===== src/rtl/kifp_pkg.sv =====
// Package for the key injection frame parser.
// Protocol byte codes and the key result word type; no dependencies.
`default_nettype none

package kifp_pkg;

	localparam logic [7:0] SYNC_A     = 8'h55;
	localparam logic [7:0] SYNC_B     = 8'hAA;
	localparam logic [7:0] T_KEY      = 8'h03;
	localparam logic [7:0] T_KEY_LONG = 8'h04;
	localparam logic [7:0] T_BATCH    = 8'h05;
	localparam logic [15:0] BATCH_MAX = 16'd128;
	localparam logic [7:0] FLAG_LONG  = 8'h01;

	typedef struct packed {
		logic       key_valid;
		logic       key_long;
		logic [7:0] key_code;
		logic       link_alive;
	} key_res_t;

endpackage

`default_nettype wire


===== src/rtl/kifp_if.sv =====
// Stream interfaces for the key injection frame parser.
// Receive byte channel and key result channel; no dependencies.
`default_nettype none

interface kifp_rx_if;
	logic       valid;
	logic       ready;
	logic [7:0] rx_byte;

	modport source (output valid, output rx_byte, input ready);
	modport sink (input valid, input rx_byte, output ready);
endinterface

interface kifp_key_if;
	logic       valid;
	logic       ready;
	logic       key_valid;
	logic       key_long;
	logic [7:0] key_code;
	logic       link_alive;

	modport source (output valid, output key_valid, output key_long, output key_code,
		output link_alive, input ready);
	modport sink (input valid, input key_valid, input key_long, input key_code,
		input link_alive, output ready);
endinterface

`default_nettype wire


===== src/rtl/key_injection_frame_parser.sv =====
// Top level of the key injection frame parser.
// Depends on kifp_pkg, kifp_if, kifp_parser and kifp_out_buf.
//
//   channel  dir  modport  word
//   rx       in   sink     rx_byte
//   key      out  source   key_valid, key_long, key_code, link_alive
//
// One byte per cycle while rx.ready is high. Parser state updates at the
// accepting edge; a result word, when the byte makes one, is registered
// into the buffer that drives key. Two result words can be held, so rx
// keeps flowing while key stalls; rx.ready drops only when both entries are full.
// arst_n clears the parser to idle and empties the result buffer.
`default_nettype none

module key_injection_frame_parser (
	input  wire logic clk,
	input  wire logic arst_n,
	kifp_rx_if.sink   rx,
	kifp_key_if.source key
);

	logic               push;
	logic               can_push;
	logic               res_valid;
	kifp_pkg::key_res_t res;
	kifp_pkg::key_res_t out_res;

	assign rx.ready = can_push;
	assign push     = rx.valid && can_push;

	kifp_parser u_parser (
		.clk       (clk),
		.arst_n    (arst_n),
		.push      (push),
		.rx_byte   (rx.rx_byte),
		.res_valid (res_valid),
		.res       (res)
	);

	kifp_out_buf u_out_buf (
		.clk       (clk),
		.arst_n    (arst_n),
		.push      (res_valid),
		.push_res  (res),
		.can_push  (can_push),
		.out_valid (key.valid),
		.out_ready (key.ready),
		.out_res   (out_res)
	);

	assign key.key_valid  = out_res.key_valid;
	assign key.key_long   = out_res.key_long;
	assign key.key_code   = out_res.key_code;
	assign key.link_alive = out_res.link_alive;

endmodule

`default_nettype wire


===== src/rtl/kifp_parser.sv =====
// Byte-level deframing state machine of the key injection frame parser.
// Depends on kifp_pkg for byte codes and the result word type.
`default_nettype none

module kifp_parser (
	input  wire logic              clk,
	input  wire logic              arst_n,
	input  wire logic              push,
	input  wire logic [7:0]        rx_byte,
	output logic                   res_valid,
	output kifp_pkg::key_res_t     res
);

	typedef enum logic [3:0] {
		PH_IDLE   = 4'd0,
		PH_GOT55  = 4'd1,
		PH_GOTAA  = 4'd2,
		PH_TYPE   = 4'd3,
		PH_KEY    = 4'd4,
		PH_LEN_HI = 4'd5,
		PH_LEN_LO = 4'd6,
		PH_BKEY   = 4'd7,
		PH_BFLAG  = 4'd8,
		PH_SKIP   = 4'd9
	} phase_t;

	phase_t      phase_q, phase_d;
	logic [7:0]  type_q, type_d;
	logic [7:0]  len_hi_q, len_hi_d;
	logic [15:0] rem_q, rem_d;
	logic [7:0]  pend_q, pend_d;

	logic [15:0] size;
	logic [15:0] rem_dec;
	logic        batch_ok;

	assign size     = {len_hi_q, rx_byte};
	assign rem_dec  = rem_q - 16'd1;
	assign batch_ok = (type_q == kifp_pkg::T_BATCH) && (size <= kifp_pkg::BATCH_MAX)
		&& !size[0];

	always_comb begin
		phase_d  = PH_IDLE;
		type_d   = type_q;
		len_hi_d = len_hi_q;
		rem_d    = rem_q;
		pend_d   = pend_q;
		res      = '0;
		unique case (phase_q)
			PH_GOT55: begin
				res.link_alive = (rx_byte == kifp_pkg::SYNC_B);
			end
			PH_GOTAA: begin
				phase_d = (rx_byte == kifp_pkg::SYNC_A) ? PH_TYPE : PH_IDLE;
			end
			PH_TYPE: begin
				type_d  = rx_byte;
				phase_d = (rx_byte == kifp_pkg::T_KEY || rx_byte == kifp_pkg::T_KEY_LONG)
					? PH_KEY : PH_LEN_HI;
			end
			PH_KEY: begin
				res.key_valid  = 1'b1;
				res.key_long   = (type_q == kifp_pkg::T_KEY_LONG);
				res.key_code   = rx_byte;
				res.link_alive = 1'b1;
			end
			PH_LEN_HI: begin
				len_hi_d = rx_byte;
				phase_d  = PH_LEN_LO;
			end
			PH_LEN_LO: begin
				rem_d = size;
				if (batch_ok) begin
					// empty batch completes on the length byte itself
					res.link_alive = (size == '0);
					phase_d        = (size == '0) ? PH_IDLE : PH_BKEY;
				end else begin
					phase_d = (size == '0) ? PH_IDLE : PH_SKIP;
				end
			end
			PH_BKEY: begin
				pend_d  = rx_byte;
				rem_d   = rem_dec;
				phase_d = PH_BFLAG;
			end
			PH_BFLAG: begin
				rem_d          = rem_dec;
				res.key_valid  = 1'b1;
				res.key_long   = |(rx_byte & kifp_pkg::FLAG_LONG);
				res.key_code   = pend_q;
				res.link_alive = (rem_dec == '0);
				phase_d        = (rem_dec == '0) ? PH_IDLE : PH_BKEY;
			end
			PH_SKIP: begin
				rem_d   = rem_dec;
				phase_d = (rem_dec == '0) ? PH_IDLE : PH_SKIP;
			end
			default: begin
				if (rx_byte == kifp_pkg::SYNC_A)
					phase_d = PH_GOT55;
				else if (rx_byte == kifp_pkg::SYNC_B)
					phase_d = PH_GOTAA;
			end
		endcase
	end

	assign res_valid = push && (res.key_valid || res.link_alive);

	always_ff @(posedge clk or negedge arst_n) begin
		if (!arst_n) begin
			phase_q  <= PH_IDLE;
			type_q   <= '0;
			len_hi_q <= '0;
			rem_q    <= '0;
			pend_q   <= '0;
		end else if (push) begin
			phase_q  <= phase_d;
			type_q   <= type_d;
			len_hi_q <= len_hi_d;
			rem_q    <= rem_d;
			pend_q   <= pend_d;
		end
	end

endmodule

`default_nettype wire


===== src/rtl/kifp_out_buf.sv =====
// Two-entry result buffer (output register plus skid) of the frame parser.
// Depends on kifp_pkg for the result word type.
`default_nettype none

module kifp_out_buf (
	input  wire logic               clk,
	input  wire logic               arst_n,
	input  wire logic               push,
	input  wire kifp_pkg::key_res_t push_res,
	output logic                    can_push,
	output logic                    out_valid,
	input  wire logic               out_ready,
	output kifp_pkg::key_res_t      out_res
);

	kifp_pkg::key_res_t main_q, skid_q;
	logic               main_valid_q, skid_valid_q;
	logic               pop;

	assign can_push  = !skid_valid_q;
	assign out_valid = main_valid_q;
	assign out_res   = main_q;
	assign pop       = main_valid_q && out_ready;

	always_ff @(posedge clk or negedge arst_n) begin
		if (!arst_n) begin
			main_valid_q <= 1'b0;
			skid_valid_q <= 1'b0;
		end else begin
			if (pop) begin
				if (skid_valid_q) begin
					main_valid_q <= 1'b1;
					skid_valid_q <= 1'b0;
				end else begin
					main_valid_q <= push;
				end
			end else if (push) begin
				if (!main_valid_q)
					main_valid_q <= 1'b1;
				else
					skid_valid_q <= 1'b1;
			end
		end
	end

	always_ff @(posedge clk) begin
		if (pop) begin
			if (skid_valid_q)
				main_q <= skid_q;
			else if (push)
				main_q <= push_res;
		end else if (push) begin
			if (!main_valid_q)
				main_q <= push_res;
			else
				skid_q <= push_res;
		end
	end

endmodule

`default_nettype wire

===== src/flat_wrapper.sv =====
// flat-port wrapper written by rule: the top's interface ports become plain ports
module key_injection_frame_parser_flat 
  (clk, arst_n, rx_valid, rx_rx_byte, rx_ready, key_valid, key_key_valid, key_key_long, key_key_code, key_link_alive, key_ready);
  kifp_rx_if rx_i ();
  kifp_key_if key_i ();
  input  wire logic clk;
  input  wire logic arst_n;
  input wire logic [$bits(rx_i.valid)-1:0] rx_valid;
  input wire logic [$bits(rx_i.rx_byte)-1:0] rx_rx_byte;
  output wire logic [$bits(rx_i.ready)-1:0] rx_ready;
  output wire logic [$bits(key_i.valid)-1:0] key_valid;
  output wire logic [$bits(key_i.key_valid)-1:0] key_key_valid;
  output wire logic [$bits(key_i.key_long)-1:0] key_key_long;
  output wire logic [$bits(key_i.key_code)-1:0] key_key_code;
  output wire logic [$bits(key_i.link_alive)-1:0] key_link_alive;
  input wire logic [$bits(key_i.ready)-1:0] key_ready;
  assign rx_i.valid = rx_valid;
  assign rx_i.rx_byte = rx_rx_byte;
  assign rx_ready = rx_i.ready;
  assign key_valid = key_i.valid;
  assign key_key_valid = key_i.key_valid;
  assign key_key_long = key_i.key_long;
  assign key_key_code = key_i.key_code;
  assign key_link_alive = key_i.link_alive;
  assign key_i.ready = key_ready;
  key_injection_frame_parser u_core (.clk(clk), .arst_n(arst_n), .rx(rx_i), .key(key_i));
endmodule

===== config.mk =====
export PLATFORM = sky130hd
export DESIGN_NAME = key_injection_frame_parser_flat
export DESIGN_NICKNAME = d
export VERILOG_FILES = /design/src/rtl/kifp_pkg.sv /design/src/rtl/kifp_if.sv /design/src/rtl/key_injection_frame_parser.sv /design/src/rtl/kifp_parser.sv /design/src/rtl/kifp_out_buf.sv /design/src/flat_wrapper.sv
export SDC_FILE = /design/constraint.sdc
export NUM_CORES = 1
export LEC_CHECK = 0
export CORE_ASPECT_RATIO = 1.5
export CORE_UTILIZATION = 40
export DETAILED_ROUTE_END_ITERATION = 8
export DONT_BUFFER_PORTS = 1
export SETUP_SLACK_MARGIN = 0.4
export SYNTH_ARGS = -nofsm -noshare
export SYNTH_HDL_FRONTEND = slang
export SYNTH_SLANG_ARGS = --single-unit

===== constraint.sdc =====
create_clock -name clk -period 3.55 [get_ports clk]
set_clock_uncertainty 0.1 [all_clocks]
set_input_delay 0.1775 -clock clk [delete_from_list [all_inputs] [get_ports clk]]
set_output_delay 0.1775 -clock clk [all_outputs]
set_load 0.05 [all_outputs]

==> impl_metrics.env <==
export IMPL_path_clk_slew_ns=0.06
export IMPL_worst_setup_path_type="reg2reg"
export IMPL_worst_slack_ns=0.565
export IMPL_tns_ns=0
export IMPL_crit_required_ns=3.65
export IMPL_ys_types=51
export IMPL_drcViolationCount=0
export IMPL_cts_buffers=9
export IMPL_cts_tree="built"
export IMPL_synth_ff_type="dfrtp_1"
export IMPL_layout_commonest_cell="dfrtp_1"
export IMPL_period_minus_slack_ns=2.99
export IMPL_rows=42
export IMPL_multi_input_area_um2=1770
export IMPL_gr_total_overflow=0
export IMPL_firstDrtPassIters=5
export IMPL_synth_top_family_by_area="simple AND/OR/NAND/NOR gates"
export IMPL_wire_per_inst_um=18.2
export IMPL_clock_sinks=68
export IMPL_synth_xor_area_share_pct=1.18
export IMPL_p_int_uw=2230
export IMPL_syn_num_nets=389
export IMPL_synth_edf_count=22
export IMPL_ys_warn_count=0
export IMPL_combPwrFrac_pct=36.4
export IMPL_clkPwrFrac_pct=23.7
export IMPL_synth_seq_cells=68
export IMPL_hp_class="in2reg"
export IMPL_synth_compound_area_share_pct=15.9
export IMPL_final_cell_mix="dfrtp_1 (46), nor2_1 (36), mux2_2 (34), o21ai_0 (31), nand2_1 (27)"
export IMPL_dp_hpwl_mm=6.05
export IMPL_cp_data_arrival_time_ns=3.09
export IMPL_syn_mean_instance_area_um2=9.90
export IMPL_critical_path_top_delay_family="simple AND/OR/NAND/NOR gates"
export IMPL_layout_drive_gt1_share_pct=18.2
export IMPL_antenna_found_initial=0
export IMPL_power_uw=3690
export IMPL_antenna_left=0
export IMPL_clock_root_buffer="clkbuf_16"
export IMPL_area_growth_pct=14.6
export IMPL_crit_chain="or4_1, nor4_1, xnor2_1, o2111ai_1, or4_4, o21ai_2, mux2_1"
export IMPL_coreArea_um2=8930
export IMPL_path_buf_inv=0
export IMPL_status="complete, no violations"
export IMPL_fin_util_pct=47.6
export IMPL_synth_adder_area_share_pct=0.674
export IMPL_irDropWorstVdd_uv=358
export IMPL_drtIter0Drc=175
export IMPL_via_per_inst=5.95
export IMPL_die_width_um=80.6
export IMPL_diodes=0
export IMPL_slew_viol_final=0
export IMPL_crit_path_max_fanout=11
export IMPL_gp_congestion=0.892
export IMPL_pre_cts_ws_ns=0.460
export IMPL_start_util_pct=41.5
export IMPL_powerDensity_nw_per_um2=869
export IMPL_synthSimpleGateAreaFrac_pct=18.7
export IMPL_grt_pass1_vias=2743
export IMPL_switchingPower_uw=1460
export IMPL_die_area_um2=9670
export IMPL_critPathMaxStageDelay_ns=0.67
export IMPL_port_buffers=0
export IMPL_htreeDepth=3
export IMPL_track_usage_pct=20.4
export IMPL_cts_buffer_depth=2
export IMPL_die_h_um=120
export IMPL_synth_async_reset_ratio_pct=67.6
export IMPL_fillers=870
export IMPL_cap_violations=0
export IMPL_synth_area_um2=3710
export IMPL_p_sw_share_pct=39.5
export IMPL_max_freq_ghz=0.335
export IMPL_hold_violations=0
export IMPL_pin_count=25
export IMPL_relSlewSlack_pct=57.4
export IMPL_muxShareOfSynthArea_pct=10.9
export IMPL_seq_area_um2=1810
export IMPL_via_count=2946
export IMPL_clkLatencyLatePin_ns=0.33
export IMPL_cp_end_kind="register"
export IMPL_startpoint_type="register"
export IMPL_crit_path_top_delay_cell="or4_1"
export IMPL_worst_slew_pin_transition_ns=0.633
export IMPL_grt_pass1_wl_mm=14.8
export IMPL_fin_crit_sh_pct=84.1
export IMPL_synthCells=375
export IMPL_setup_viol=0
export IMPL_rsz0062_at_grt="false"
export IMPL_power_frac_seq_pct=39.9
export IMPL_p_leak_uw=0.00166
export IMPL_finalWirelength_mm=9.00
export IMPL_ys_seq_area_share_pct=48.8
export IMPL_holdWs_ns=0.0135
export IMPL_grt_max_degree=47
export IMPL_cts_setup_buffers=0
export IMPL_fin_nets=394
[worst paths after layout]
check                                                    to  depth (start not counted)                       from  slack [ns]
worst max register to register  u_core.u_out_buf.out_res[0]                          7   u_core.u_parser.rem_q[2]        0.56
worst min register to register    u_core.u_parser.pend_q[7]                          1  u_core.u_parser.pend_q[7]        0.40
worst min-delay path               u_core.u_parser.rem_q[5]                          2              rx_rx_byte[5]        0.01
worst max-delay path            u_core.u_out_buf.out_res[0]                          7   u_core.u_parser.rem_q[2]        0.56
min in group asynchronous       u_core.u_parser.len_hi_q[7]                          2                     arst_n        0.24
max in group asynchronous         u_core.u_parser.type_q[5]                          2                     arst_n        2.89
[power groups by stage]
stage	Sequential, uW	Clock [uW]	Combinational, uW
after floorplan	1380	0	1070
after detailed placement	1480	0	1290
after CTS	1470	896	1330
after global routing	1520	928	1490
final	1470	876	1340
after global placement	1470	0	1280
[worst register-to-register path: stages (launching register included)]
cell and delay, ns:
dfrtp_1 0.48, or4_1 0.67, nor4_1 0.36, xnor2_1 0.19, o2111ai_1 0.15, or4_4 0.61
o21ai_2 0.15, mux2_1 0.14
[cell families (layout without fill, tap and decap cells)]
logic type	after synthesis	count (layout)
multiplexers	36	36
adder cells (fa/ha/maj)	2	2
flip-flops	68	68
AND/OR/NAND/NOR	132	132
XOR/XNOR	5	5
buffers and inverters	35	45
AO/OA/AOI/OAI	97	97
[sequential cells by signal, summed over array words and instances (netlist names)]
name                           cells
u_core.u_parser.len_hi_q           8
u_core.u_out_buf.out_res          11
u_core.u_out_buf.skid_valid_q      1
u_core.u_out_buf.out_valid         1
u_core.u_parser.type_q             8
u_core.u_parser.rem_q             16
u_core.u_out_buf.skid_q           11
u_core.u_parser.phase_q            4
u_core.u_parser.pend_q             8
[cell type report]
cell class / count / area share, %
multi-input cells: 272 / 41.7
clock inverters: 7 / 1.59
inverters: 7 / 0.618
flip-flops and latches: 68 / 42.6
well taps: 110 / 3.24
clock buffers: 9 / 5.30
repair buffers: 22 / 4.94
[Yosys cell counts (3+ instances only)]
cell type	count	area (um2)
dfrtp_1	46	1150
nor2_1	36	135
mux2_2	34	383
o21ai_0	31	155
nand2_1	27	101
a21oi_1	25	125
clkbuf_1	25	93.8
edfxtp_1	22	661
nor4_1	13	81.3
nor3_1	12	60.1
a22o_1	9	78.8
a31oi_1	7	43.8
inv_1	7	26.3
nand3_1	6	30.0
nand4_1	6	37.5
nor2b_1	5	31.3
a211oi_1	4	30.0
a22oi_1	4	30.0
and4b_1	3	30.0
nand3b_1	3	22.5
nor3b_1	3	22.5
or4_1	3	22.5
or4_4	3	33.8
xnor2_1	3	26.3
[metal layers]
metal / global-route usage [%] / part of all wire [%] / up-vias / wire (um)
li1: - / - / 1402 / -
met3: 4.18 / 4.1 / 17 / 366
met5: 0 / 0 / - / 0
met2: 34.1 / 51 / 67 / 4590
met1: 25.3 / 43 / 1460 / 3840
met4: 7.92 / 2.2 / 0 / 195
[stage by stage]
stage / cell area (um2) / cells
after floorplan: 3710 / 375
after global placement: 3820 / 468
after detailed placement: 3820 / 468
after CTS: 4240 / 495
after global routing: 4250 / 495
final: 4250 / 495
[repair_timing]
action,4_1_cts,5_1_grt
hold buffers,11,0
gates resized for setup,0,3
endpoints found under the setup margin,0,6
hold endpoints to repair,85,0
No activity file was read; power rests on OpenSTA's default activity.
